==> src/bifl_pkg.sv <==
package bifl_pkg;

   localparam int NUM_BUFFERS = 16;
   localparam int IDX_W       = 4;
   localparam int CNT_W       = 5;
   localparam int STATUS_W    = 2;

   localparam logic OP_ACQUIRE = 1'b0;
   localparam logic OP_RELEASE = 1'b1;

   typedef enum logic [STATUS_W-1:0] {
      STATUS_OK       = 2'd0,
      STATUS_EMPTY    = 2'd1,
      STATUS_NOT_BUSY = 2'd2
   } status_type;

   typedef enum logic {
      STATE_IDLE,
      STATE_EXEC
   } state_type;

   // Write request into the free stack memory.
   typedef struct packed {
      logic             en;
      logic [IDX_W-1:0] addr;
      logic [IDX_W-1:0] data;
   } stack_wr_type;

   // Read request into the free stack memory.
   typedef struct packed {
      logic             en;
      logic [IDX_W-1:0] addr;
   } stack_rd_type;

endpackage

==> src/bifl_if.sv <==
interface bifl_req_if;
   logic                         valid;
   logic                         ready;
   logic                         op;
   logic [bifl_pkg::IDX_W-1:0]   release_index;

   modport source (output valid, output op, output release_index, input ready);
   modport sink   (input valid, input op, input release_index, output ready);
endinterface

interface bifl_rsp_if;
   logic                          valid;
   logic                          ready;
   logic [bifl_pkg::IDX_W-1:0]    granted_index;
   logic [bifl_pkg::STATUS_W-1:0] status;
   logic [bifl_pkg::CNT_W-1:0]    free_count;

   modport source (output valid, output granted_index, output status, output free_count,
                   input ready);
   modport sink   (input valid, input granted_index, input status, input free_count,
                   output ready);
endinterface

==> src/bifl_stack.sv <==
module bifl_stack (
   input  logic                          clock,
   input  logic                          reset,
   input  bifl_pkg::stack_rd_type        rd_req,
   input  bifl_pkg::stack_wr_type        wr_req,
   output logic [bifl_pkg::IDX_W-1:0]    rd_data
);

   logic [bifl_pkg::IDX_W-1:0]       stack_mem_ff [bifl_pkg::NUM_BUFFERS];
   logic [bifl_pkg::NUM_BUFFERS-1:0] written_ff;
   logic [bifl_pkg::NUM_BUFFERS-1:0] written_in;
   logic [bifl_pkg::IDX_W-1:0]       rd_q_ff;
   logic [bifl_pkg::IDX_W-1:0]       rd_addr_ff;
   logic                             rd_hit_ff;

   // Synchronous memory: one write port, one registered read port.
   always_ff @(posedge clock) begin
      if (wr_req.en) begin
         stack_mem_ff[wr_req.addr] <= wr_req.data;
      end
      if (rd_req.en) begin
         rd_q_ff    <= stack_mem_ff[rd_req.addr];
         rd_addr_ff <= rd_req.addr;
      end
   end

   always_comb begin
      written_in = written_ff;
      if (wr_req.en) begin
         written_in[wr_req.addr] = 1'b1;
      end
   end

   always_ff @(posedge clock) begin
      if (reset) begin
         written_ff <= '0;
         rd_hit_ff  <= 1'b0;
      end else begin
         written_ff <= written_in;
         if (rd_req.en) begin
            rd_hit_ff <= written_ff[rd_req.addr];
         end
      end
   end

   // An entry never written holds its reset value, which puts slot 0 on top.
   assign rd_data = rd_hit_ff ? rd_q_ff
                              : bifl_pkg::IDX_W'(bifl_pkg::NUM_BUFFERS - 1) - rd_addr_ff;

endmodule

==> src/buffer_index_free_list_top.sv <==
// Buffer slot allocator built on a last-in-first-out stack of free slot numbers.
// The req_chan channel carries one item per request: op selects acquire or
// release, release_index names the slot handed back on a release. The rsp_chan
// channel returns exactly one item per request with the granted slot, a status
// (ok, pool empty, release of a slot that is not busy) and the free slot count
// after the request. Both channels use a valid/ready handshake.
// An accepted request moves the block from IDLE to EXEC, and its response is
// registered when EXEC completes. The free stack lives in a memory with a
// registered read; each request reads it, then updates it, so the block takes
// no new request until the last one has updated the stack and it is in IDLE.
// A response waits in an output register; the next request is accepted while it
// waits, and that request's update holds until the output register is taken.
// Reset (synchronous, active high) frees every slot with slot 0 on top of the
// stack. The memory needs no clearing pass: a per-entry written bit makes
// untouched entries read as their reset contents, so requests are accepted in
// the first cycle after reset.
module buffer_index_free_list_top (
   input  logic        clock,
   input  logic        reset,
   bifl_req_if.sink    req_chan,
   bifl_rsp_if.source  rsp_chan
);

   bifl_pkg::state_type              state_ff, state_in;
   logic                             op_ff;
   logic [bifl_pkg::IDX_W-1:0]       idx_ff;
   logic [bifl_pkg::CNT_W-1:0]       depth_ff, depth_in;
   logic [bifl_pkg::NUM_BUFFERS-1:0] busy_ff, busy_in;

   logic                             rsp_valid_ff, rsp_valid_in;
   logic [bifl_pkg::IDX_W-1:0]       granted_ff, granted_in;
   bifl_pkg::status_type             status_ff, status_in;
   logic [bifl_pkg::CNT_W-1:0]       count_ff, count_in;

   bifl_pkg::stack_rd_type           rd_req;
   bifl_pkg::stack_wr_type           wr_req;
   logic [bifl_pkg::IDX_W-1:0]       top_slot;
   logic                             accept;
   logic                             out_free;

   bifl_stack u_stack (
      .clock   (clock),
      .reset   (reset),
      .rd_req  (rd_req),
      .wr_req  (wr_req),
      .rd_data (top_slot)
   );

   assign req_chan.ready = (state_ff == bifl_pkg::STATE_IDLE);
   assign accept         = req_chan.valid && req_chan.ready;
   assign out_free       = !rsp_valid_ff || rsp_chan.ready;

   // The top entry is read on every accepted item; a release ignores it.
   always_comb begin
      rd_req.en   = accept;
      rd_req.addr = depth_ff[bifl_pkg::IDX_W-1:0] - bifl_pkg::IDX_W'(1);
   end

   always_comb begin
      state_in     = state_ff;
      depth_in     = depth_ff;
      busy_in      = busy_ff;
      rsp_valid_in = rsp_valid_ff && !rsp_chan.ready;
      granted_in   = granted_ff;
      status_in    = status_ff;
      count_in     = count_ff;
      wr_req.en    = 1'b0;
      wr_req.addr  = depth_ff[bifl_pkg::IDX_W-1:0];
      wr_req.data  = idx_ff;

      case (state_ff)
         bifl_pkg::STATE_IDLE: begin
            if (accept) begin
               state_in = bifl_pkg::STATE_EXEC;
            end
         end
         bifl_pkg::STATE_EXEC: begin
            // Read-modify-write of the stack once the output register has room.
            if (out_free) begin
               granted_in = '0;
               status_in  = bifl_pkg::STATUS_OK;
               if (op_ff == bifl_pkg::OP_ACQUIRE) begin
                  if (depth_ff == '0) begin
                     status_in = bifl_pkg::STATUS_EMPTY;
                  end else begin
                     depth_in          = depth_ff - bifl_pkg::CNT_W'(1);
                     busy_in[top_slot] = 1'b1;
                     granted_in        = top_slot;
                  end
               end else begin
                  if (!busy_ff[idx_ff]) begin
                     status_in = bifl_pkg::STATUS_NOT_BUSY;
                  end else begin
                     busy_in[idx_ff] = 1'b0;
                     if (depth_ff < bifl_pkg::CNT_W'(bifl_pkg::NUM_BUFFERS)) begin
                        wr_req.en = 1'b1;
                        depth_in  = depth_ff + bifl_pkg::CNT_W'(1);
                     end
                  end
               end
               count_in     = depth_in;
               rsp_valid_in = 1'b1;
               state_in     = bifl_pkg::STATE_IDLE;
            end
         end
         default: begin
            state_in = bifl_pkg::STATE_IDLE;
         end
      endcase
   end

   always_ff @(posedge clock) begin
      if (reset) begin
         state_ff     <= bifl_pkg::STATE_IDLE;
         depth_ff     <= bifl_pkg::CNT_W'(bifl_pkg::NUM_BUFFERS);
         busy_ff      <= '0;
         rsp_valid_ff <= 1'b0;
      end else begin
         state_ff     <= state_in;
         depth_ff     <= depth_in;
         busy_ff      <= busy_in;
         rsp_valid_ff <= rsp_valid_in;
      end
   end

   always_ff @(posedge clock) begin
      if (accept) begin
         op_ff  <= req_chan.op;
         idx_ff <= req_chan.release_index;
      end
      granted_ff <= granted_in;
      status_ff  <= status_in;
      count_ff   <= count_in;
   end

   assign rsp_chan.valid         = rsp_valid_ff;
   assign rsp_chan.granted_index = granted_ff;
   assign rsp_chan.status        = status_ff;
   assign rsp_chan.free_count    = count_ff;

endmodule
==> src/flat_wrapper.sv <==
// flat-port wrapper written by rule: the top's interface ports become plain ports
module buffer_index_free_list_top_flat 
  (clock, reset, req_chan_valid, req_chan_op, req_chan_release_index, req_chan_ready, rsp_chan_valid, rsp_chan_granted_index, rsp_chan_status, rsp_chan_free_count, rsp_chan_ready);
  bifl_req_if req_chan_i ();
  bifl_rsp_if rsp_chan_i ();
  input  logic clock;
  input  logic reset;
  input wire logic [$bits(req_chan_i.valid)-1:0] req_chan_valid;
  input wire logic [$bits(req_chan_i.op)-1:0] req_chan_op;
  input wire logic [$bits(req_chan_i.release_index)-1:0] req_chan_release_index;
  output wire logic [$bits(req_chan_i.ready)-1:0] req_chan_ready;
  output wire logic [$bits(rsp_chan_i.valid)-1:0] rsp_chan_valid;
  output wire logic [$bits(rsp_chan_i.granted_index)-1:0] rsp_chan_granted_index;
  output wire logic [$bits(rsp_chan_i.status)-1:0] rsp_chan_status;
  output wire logic [$bits(rsp_chan_i.free_count)-1:0] rsp_chan_free_count;
  input wire logic [$bits(rsp_chan_i.ready)-1:0] rsp_chan_ready;
  assign req_chan_i.valid = req_chan_valid;
  assign req_chan_i.op = req_chan_op;
  assign req_chan_i.release_index = req_chan_release_index;
  assign req_chan_ready = req_chan_i.ready;
  assign rsp_chan_valid = rsp_chan_i.valid;
  assign rsp_chan_granted_index = rsp_chan_i.granted_index;
  assign rsp_chan_status = rsp_chan_i.status;
  assign rsp_chan_free_count = rsp_chan_i.free_count;
  assign rsp_chan_i.ready = rsp_chan_ready;
  buffer_index_free_list_top u_core (.clock(clock), .reset(reset), .req_chan(req_chan_i), .rsp_chan(rsp_chan_i));
endmodule
==> config.mk <==
export PLATFORM = sky130hd
export DESIGN_NAME = buffer_index_free_list_top_flat
export DESIGN_NICKNAME = d
export VERILOG_FILES = /design/src/bifl_pkg.sv /design/src/bifl_if.sv /design/src/bifl_stack.sv /design/src/buffer_index_free_list_top.sv /design/src/flat_wrapper.sv
export SDC_FILE = /design/constraint.sdc
export NUM_CORES = 1
export LEC_CHECK = 0
export BUFFER_PORTS_ARGS = -buffer_cell sky130_fd_sc_hd__buf_2
export CAP_MARGIN = 25
export CORE_MARGIN = 5
export CORE_UTILIZATION = 61
export CTS_CLUSTER_DIAMETER = 60
export DETAILED_ROUTE_END_ITERATION = 16
export GPL_ROUTABILITY_DRIVEN = 0
export PLACE_DENSITY_LB_ADDON = 0.12
export SYNTH_ARGS = -nofsm -noshare
export SYNTH_HDL_FRONTEND = slang
export SYNTH_HIERARCHICAL = 1
export SYNTH_SLANG_ARGS = --single-unit
==> constraint.sdc <==
create_clock -name clock -period 3.6 [get_ports clock]
set_input_delay 0.18 -clock clock [delete_from_list [all_inputs] [get_ports clock]]
set_output_delay 0.18 -clock clock [all_outputs]
set_load 0.02 [all_outputs]
==> summary.txt, run 1 <==
Status
  – Outcome: completed

GRT
  – Pin count of the biggest net entering global routing: 44
  – Final global-route overflow total: 0
  – Tot GR Track Use: 0.229
  – Initial antenna violation count: 1
  – Vias in the first global route: 3508
  – First-pass GRT wire length: ~19000 um

Synthesis
  – Syn Nets: 402
  – Flops & latches, synth: 128
  – Cell area after synthesis: 5400 um^2
  – FFs w/ async S/R, synth: 0
  – Synth warn: 6
  – Post-Syn Area per Cell: 13.8 um^2
  – Primary FF master, synth: edfxtp_1
  – Distinct cells, synth: 50
  – Sequential cell area fraction in the yosys report: 0.638
  – Post-synth EDFFs: 88
  – Mapped Cells: 391

Floorplan
  – I/O pin cnt: 22
  – Chip width: 104 um
  – Die area: 10800 um^2
  – Rows: 34
  – Starting Density: 0.622
  – Core area: 8680 um^2
  – Die Height: 104 um

Layout
  – Most common cell after layout, fill and taps aside: edfxtp_1
  – # diodes: 0
  – Most frequent cells in the layout: edfxtp_1, nor2_1, dfxtp_1, a21oi_1, buf_2
  – Nets: approximately 440
  – Layout overhead on the synthesized area: 15.9%
  – Fin area: 6260 um^2
  – Layout cells sized above 1: 0.203

Critical path
  – Worst r2r src: u_core/idx_ff[1]
  – Arrival time at the worst endpoint: around 3.4 ns
  – Startpoint Class: flop
  – Element type at the critical path end: flop
  – R2R Path End: u_core/u_stack/stack_mem_ff[0][0]
  – Delay-heaviest family, CP: simple AND/OR/NAND/NOR gates
  – WS Path Type: flop to flop
  – Max incr delay on CP: 0.70 ns
  – CP cell instances: mux2i_1 > a31oi_1 > o211ai_4 > a211oi_2 > or3b_2 > nor3_1
  – Depth of the most critical reg-to-reg path: 6
  – R2R Setup Slk: 0.34 ns
  – CP Data Required Time: 3.74 ns
  – Slowest library cell on the worst path: edfxtp_1
  – CP max FO: 14
  – Worst path buffer plus inverter count: 0

Drt
  – Final ANT Viol Nets: 0
  – Via-to-Cell Ratio: 6.40
  – Average wire per standard cell: 21.6 um
  – Routed WL: 11900 um
  – DRT iter0 DRCs: 286
  – # DRC: 0
  – DR vias: 3531
  – TritonRoute pass-1 iters: 4

Clock network
  – Root Buffer: clkbuf_8
  – # resized after CTS: 0
  – H-Tree Depth: 4
  – CTS tree: done
  – Postcts setup bufs: 0
  – Clock buffer depth: 2
  – CTS Hold Buffers Added: 7
  – Later-pin clock latency in the skew report: 0.51 ns
  – TritonCTS buffer count: 17
  – Clock sinks: 128
  – Clk slew on worst S/H paths: 0.06 ns

Timing
  – Setup_tns: 0 ns
  – # setup viols final: 0
  – RSZ-0062 raised after global routing: no
  – Total count of hold-check failures in the final report: 0
  – Tightest Pin Transition: 1.06 ns
  – Final Max Tran Viols: 0
  – Final cycle utilization of the critical path: 0.907
  – Clock Skew: 0.00883 ns
  – Hold_ws: roughly 0.26 ns
  – Slew HR: 0.289
  – Post-layout min period: 3.26 ns
  – Achievable frequency: slightly above 300 MHz

Place
  – Number of port buffers: 21
  – Post-DP HPWL: around 7600 um
  – Placed cell areas: 5610 um^2

Power
  – P_sw: around 0.0009 W
  – Comb power frac: 0.088
  – Clock Power Share: 0.456
  – Total power: between 0.003 and 0.004 W
  – Maximum vdd drop: between 0.0004 and 0.0005 V
  – Pleak: 2.18 nW
  – Design internal power: 0.00270 W
  – Power per cell area: 578 nW/um^2
  – Sw Ratio: 0.255
  – Flop pwr share: 0.456

Worst hold path
  – Hold Startpoint: reset
  – Hold Path End: u_core/u_stack/written_ff[13]
  – Hold Path Depth: 2
  – Hold crit path type: primary input to flop

Flow run
  – Max-cap violations: 0
## per-layer routing
metal	part of all wire	up-vias	track usage	wire length [um]
met4	0.018	2	0.0749	210
met2	0.48	165	0.345	5680
li1	-	1574	-	-
met1	0.43	1768	0.320	5150
met3	0.073	22	0.0714	868
met5	0.0011	-	0	13
## how the worst max path moves through the flow
stage,depth (start not counted),slack (ns),end,startpoint
5_1_grt,6,0.10,u_core/u_stack/stack_mem_ff[0][0],u_core/idx_ff[1]
3_5_place_dp,6,0.39,u_core/u_stack/stack_mem_ff[0][0],u_core/idx_ff[1]
2_1_floorplan,7,0.68,u_core/u_stack/stack_mem_ff[0][0],u_core/idx_ff[1]
4_1_cts,6,0.38,u_core/u_stack/stack_mem_ff[0][0],u_core/idx_ff[1]
3_3_place_gp,6,0.58,u_core/u_stack/stack_mem_ff[0][3],u_core/idx_ff[1]
6_report,6,0.34,u_core/u_stack/stack_mem_ff[0][0],u_core/idx_ff[1]
## cell usage after synthesis, types with 2 or more instances
cell	number	share of area
dfxtp_1	40	0.15
and2_1	5	0.0058
nand3b_1	3	0.0042
nand2_1	14	0.0097
nor3b_1	2	0.0028
a22oi_1	2	0.0028
o211ai_4	2	0.0079
clkbuf_1	7	0.0049
or3b_2	2	0.0032
or3_1	5	0.0058
xnor2_1	3	0.0049
and3_1	2	0.0023
nor2_1	58	0.040
a21oi_1	22	0.020
a211oi_1	6	0.0083
mux2i_1	10	0.019
o21a_1	2	0.0028
a311oi_1	3	0.0049
a21bo_2	2	0.0037
ha_1	2	0.0046
nor2b_1	8	0.0093
o21ai_0	8	0.0074
edfxtp_1	88	0.49
nand2b_1	4	0.0046
a31oi_1	6	0.0070
nand3_1	5	0.0046
mux4_2	16	0.067
buf_6	3	0.0063
nor3_1	16	0.015
mux4_1	8	0.039
buf_2	7	0.0065
inv_1	12	0.0083
## cell type report
| cell class | instances | area, um^2 |
|---|---|---|
| sequential | 128 | 3440 |
| fill | 580 | 2420 |
| timing repair buffer | 40 | 265 |
| clock buffer | 17 | 414 |
| multi-input combinational | 232 | 1790 |
| tap | 108 | 135 |
| inverter | 12 | 45.0 |
| clock inverter | 15 | 165 |
## power groups by stage
stage	Sequential [W]	Combinational (W)	Clock (W)
floorplan	0.00168	0.000216	0
global placement	0.00168	0.000304	0
detailed placement	0.00168	0.000309	0
CTS	0.00165	0.000320	0.00167
global route	0.00165	0.000344	0.00175
finish	0.00165	0.000320	0.00165
## registers in the layout, indices dropped and copies added, names as in the netlist, 2 cells and up
signal / cells
u_core/rsp_chan.free_count: 5
u_core/rsp_chan.status: 2
u_core/u_stack/stack_mem_ff: 64
u_core/idx_ff: 4
u_core/busy_ff: 16
u_core/u_stack/rd_addr_ff: 4
u_core/rsp_chan.granted_index: 4
u_core/u_stack/rd_q_ff: 4
u_core/u_stack/written_ff: 16
u_core/depth_ff: 5
## per-stage QoR
stage | utilization | setup WS [ns] | cells
CTS | 0.721 | 0.377 | 552
finish | 0.721 | 0.336 | 552
global placement | 0.647 | 0.582 | 513
detailed placement | 0.647 | 0.393 | 513
floorplan | - | 0.685 | 391
global route | 0.721 | 0.102 | 552
## logic make-up (layout without fill, tap and decap cells)
logic type               count (synthesis)  count (layout)  share of synthesized area
AO/OA/AOI/OAI                           66              66                     0.0869
XOR/XNOR                                 4               4                    0.00649
multiplexers                            34              34                      0.124
adder cells (fa/ha/maj)                  2               2                    0.00463
buffers and inverters                   31              84                     0.0304
AND/OR/NAND/NOR                        126             126                      0.110
flip-flops                             128             128                      0.638
(Power assumes the default switching activity.)
==> run 2: changes to the inputs <==
- clock period: 3.6 -> 3.2 ns (I/O delays scaled with it)
==> summary.txt, run 2 (synthesis results as in run 1) <==
Layout
  – Largest register by flop count: u_core/u_stack/stack_mem_ff
  – Largest regs: u_core/u_stack/stack_mem_ff: 64 flops, u_core/busy_ff: 16 flops, u_core/u_stack/written_ff: 16 flops
  – Most common cell after layout, fill and taps aside: edfxtp_1
  – Layout cells sized above 1: 0.216
  – Largest register FFs: between 60 and 70
  – Most frequent cells in the layout: edfxtp_1, nor2_1, dfxtp_1, a21oi_1
  – Nets: approximately 450
  – Layout overhead on the synthesized area: 16.8%
  – # diodes: 0

Floorplan
  – Rows: 34
  – I/O pin cnt: 22
  – Core area: 8680 um^2
  – Die Height: ~100 um
  – Starting Density: 0.622
  – Chip width: 104 um
  – Die area: 10800 um^2

Critical path
  – Startpoint Class: flop
  – Worst r2r src: u_core/idx_ff[1]
  – R2R Setup Slk: 0.24 ns
  – CP endpoint: u_core/u_stack/stack_mem_ff[0][3]
  – CP Data Required Time: approximately 3.3 ns
  – Depth of the most critical reg-to-reg path: 7
  – CP max FO: 16
  – Critical Path Source: u_core/idx_ff[1]
  – Element type at the critical path end: flop
  – Arrival time at the worst endpoint: between 3 and 4 ns
  – WS Path Type: flop to flop
  – R2R Path End: u_core/u_stack/stack_mem_ff[0][3]

GRT
  – Vias in the first global route: 3438
  – Final global-route overflow total: 0
  – Pin count of the biggest net entering global routing: 44
  – First-pass GRT wire length: 18900 um
  – Tot GR Track Use: 0.224
  – Initial antenna violation count: 0

Timing
  – Total count of hold-check failures in the final report: 0
  – Setup_tns: 0 ns
  – RSZ-0062 raised after global routing: no
  – Achievable frequency: 338 MHz
  – Final Max Tran Viols: 0
  – Post-layout min period: about 3.0 ns
  – Slew HR: 0.358
  – Clock Skew: 0.0120 ns
  – Worst setup margin: 0.244 ns
  – Tightest Pin Transition: around 0.95 ns
  – # setup viols final: 0
  – Final cycle utilization of the critical path: 0.924

Clock network
  – CTS tree: done
  – Root Buffer: clkbuf_8
  – Later-pin clock latency in the skew report: 0.51 ns
  – TritonCTS buffer count: 17
  – Postcts setup bufs: 0
  – Clock sinks: 128
  – # resized after CTS: 0
  – H-Tree Depth: 4
  – Clk slew on worst S/H paths: 0.06 ns
  – Clock buffer depth: 2

Power
  – Power per cell area: 636 nW/um^2
  – Pleak: 2.22 nW
  – Total power: 0.00402 W
  – Maximum vdd drop: 0.000471 V

Place
  – Post-DP HPWL: 7650 um
  – Number of port buffers: 21
  – Worst slack, placed: 0.324 ns

Drt
  – TritonRoute pass-1 iters: 5
  – DR vias: 3482
  – Routed WL: around 12000 um
  – Average wire per standard cell: roughly 21 um
  – DRT iter0 DRCs: 276
  – Final ANT Viol Nets: 0
  – Via-to-Cell Ratio: 6.21
  – # DRC: 0

Worst hold path
  – Hold Path Depth: 2
  – Hold crit path type: primary input to flop

Flow run
  – Max-cap violations: 0

Status
  – Outcome: completed
run 2: cell count changes in the layout (fill, tap and decap cells not counted):
| cell | change |
|---|---|
| inv_6 | +3 |
| buf_4 | +9 |
| clkinvlp_4 | -2 |
| clkinv_2 | +1 |
| clkinv_1 | +1 |
| clkinv_4 | +2 |
| inv_8 | -5 |
run 2: how the worst min path moves through the flow:
stage | endpoint | slack [ns] | from
3_3_place_gp | u_core/idx_ff[2] | 0.34 | req_chan_release_index[2]
6_report | u_core/u_stack/written_ff[7] | 0.22 | reset
5_1_grt | u_core/u_stack/written_ff[7] | 0.26 | reset
3_5_place_dp | u_core/op_ff | 0.34 | req_chan_op
2_1_floorplan | u_core/busy_ff[3] | 0.23 | reset
4_1_cts | u_core/u_stack/written_ff[7] | 0.21 | reset
run 2: area by class of cell:
| type | instances | area [um^2] |
|---|---|---|
| Tap cell | 108 | 135 |
| Clock buffer | 17 | 414 |
| Fill cell | 580 | 2370 |
| Sequential cell | 128 | 3440 |
| Inverter | 12 | 45.0 |
| Timing Repair Buffer | 49 | 333 |
| Clock inverter | 15 | 146 |
| Multi-Input combinational cell | 232 | 1790 |
run 2: per-stage QoR:
| step | utilization | cell area (um^2) | std cells | hold WS (ns) |
|---|---|---|---|---|
| floorplan | - | 5400 | 391 | 0.232 |
| global placement | 0.654 | 5680 | 522 | 0.339 |
| detailed placement | 0.654 | 5680 | 522 | 0.338 |
| CTS | 0.727 | 6310 | 561 | 0.211 |
| global route | 0.727 | 6310 | 561 | 0.258 |
| finish | 0.727 | 6310 | 561 | 0.217 |
run 2: routing by layer:
| metal | wire length [um] | track usage |
|---|---|---|
| met2 | 5570 | 0.347 |
| met1 | 5070 | 0.327 |
| met5 | 0 | 0 |
| met3 | 817 | 0.0540 |
| met4 | 126 | 0.0500 |
run 2: power breakdown:
part	total [W]	switching (W)	internal (W)
sequential	0.00185	0.0000289	0.00182
clock	0.00179	0.000737	0.00105
combinational	0.000378	0.000225	0.000153
total	0.00402	0.000992	0.00302
run 2: worst max-delay path, cell delays in order, from the launching register on:
cell,delay [ns]
edfxtp_1,0.55
buf_4,0.29
mux2i_1,0.11
nand3_1,0.13
o211ai_4,0.13
a211oi_2,0.27
or3b_2,0.51
nor3_1,0.59
run 2: timing repair:
| action | in CTS | in global routing |
|---|---|---|
| endpoints found under the hold margin | 7 | 0 |
| hold buffers | 7 | 0 |
| setup endpoints to repair | 0 | 0 |
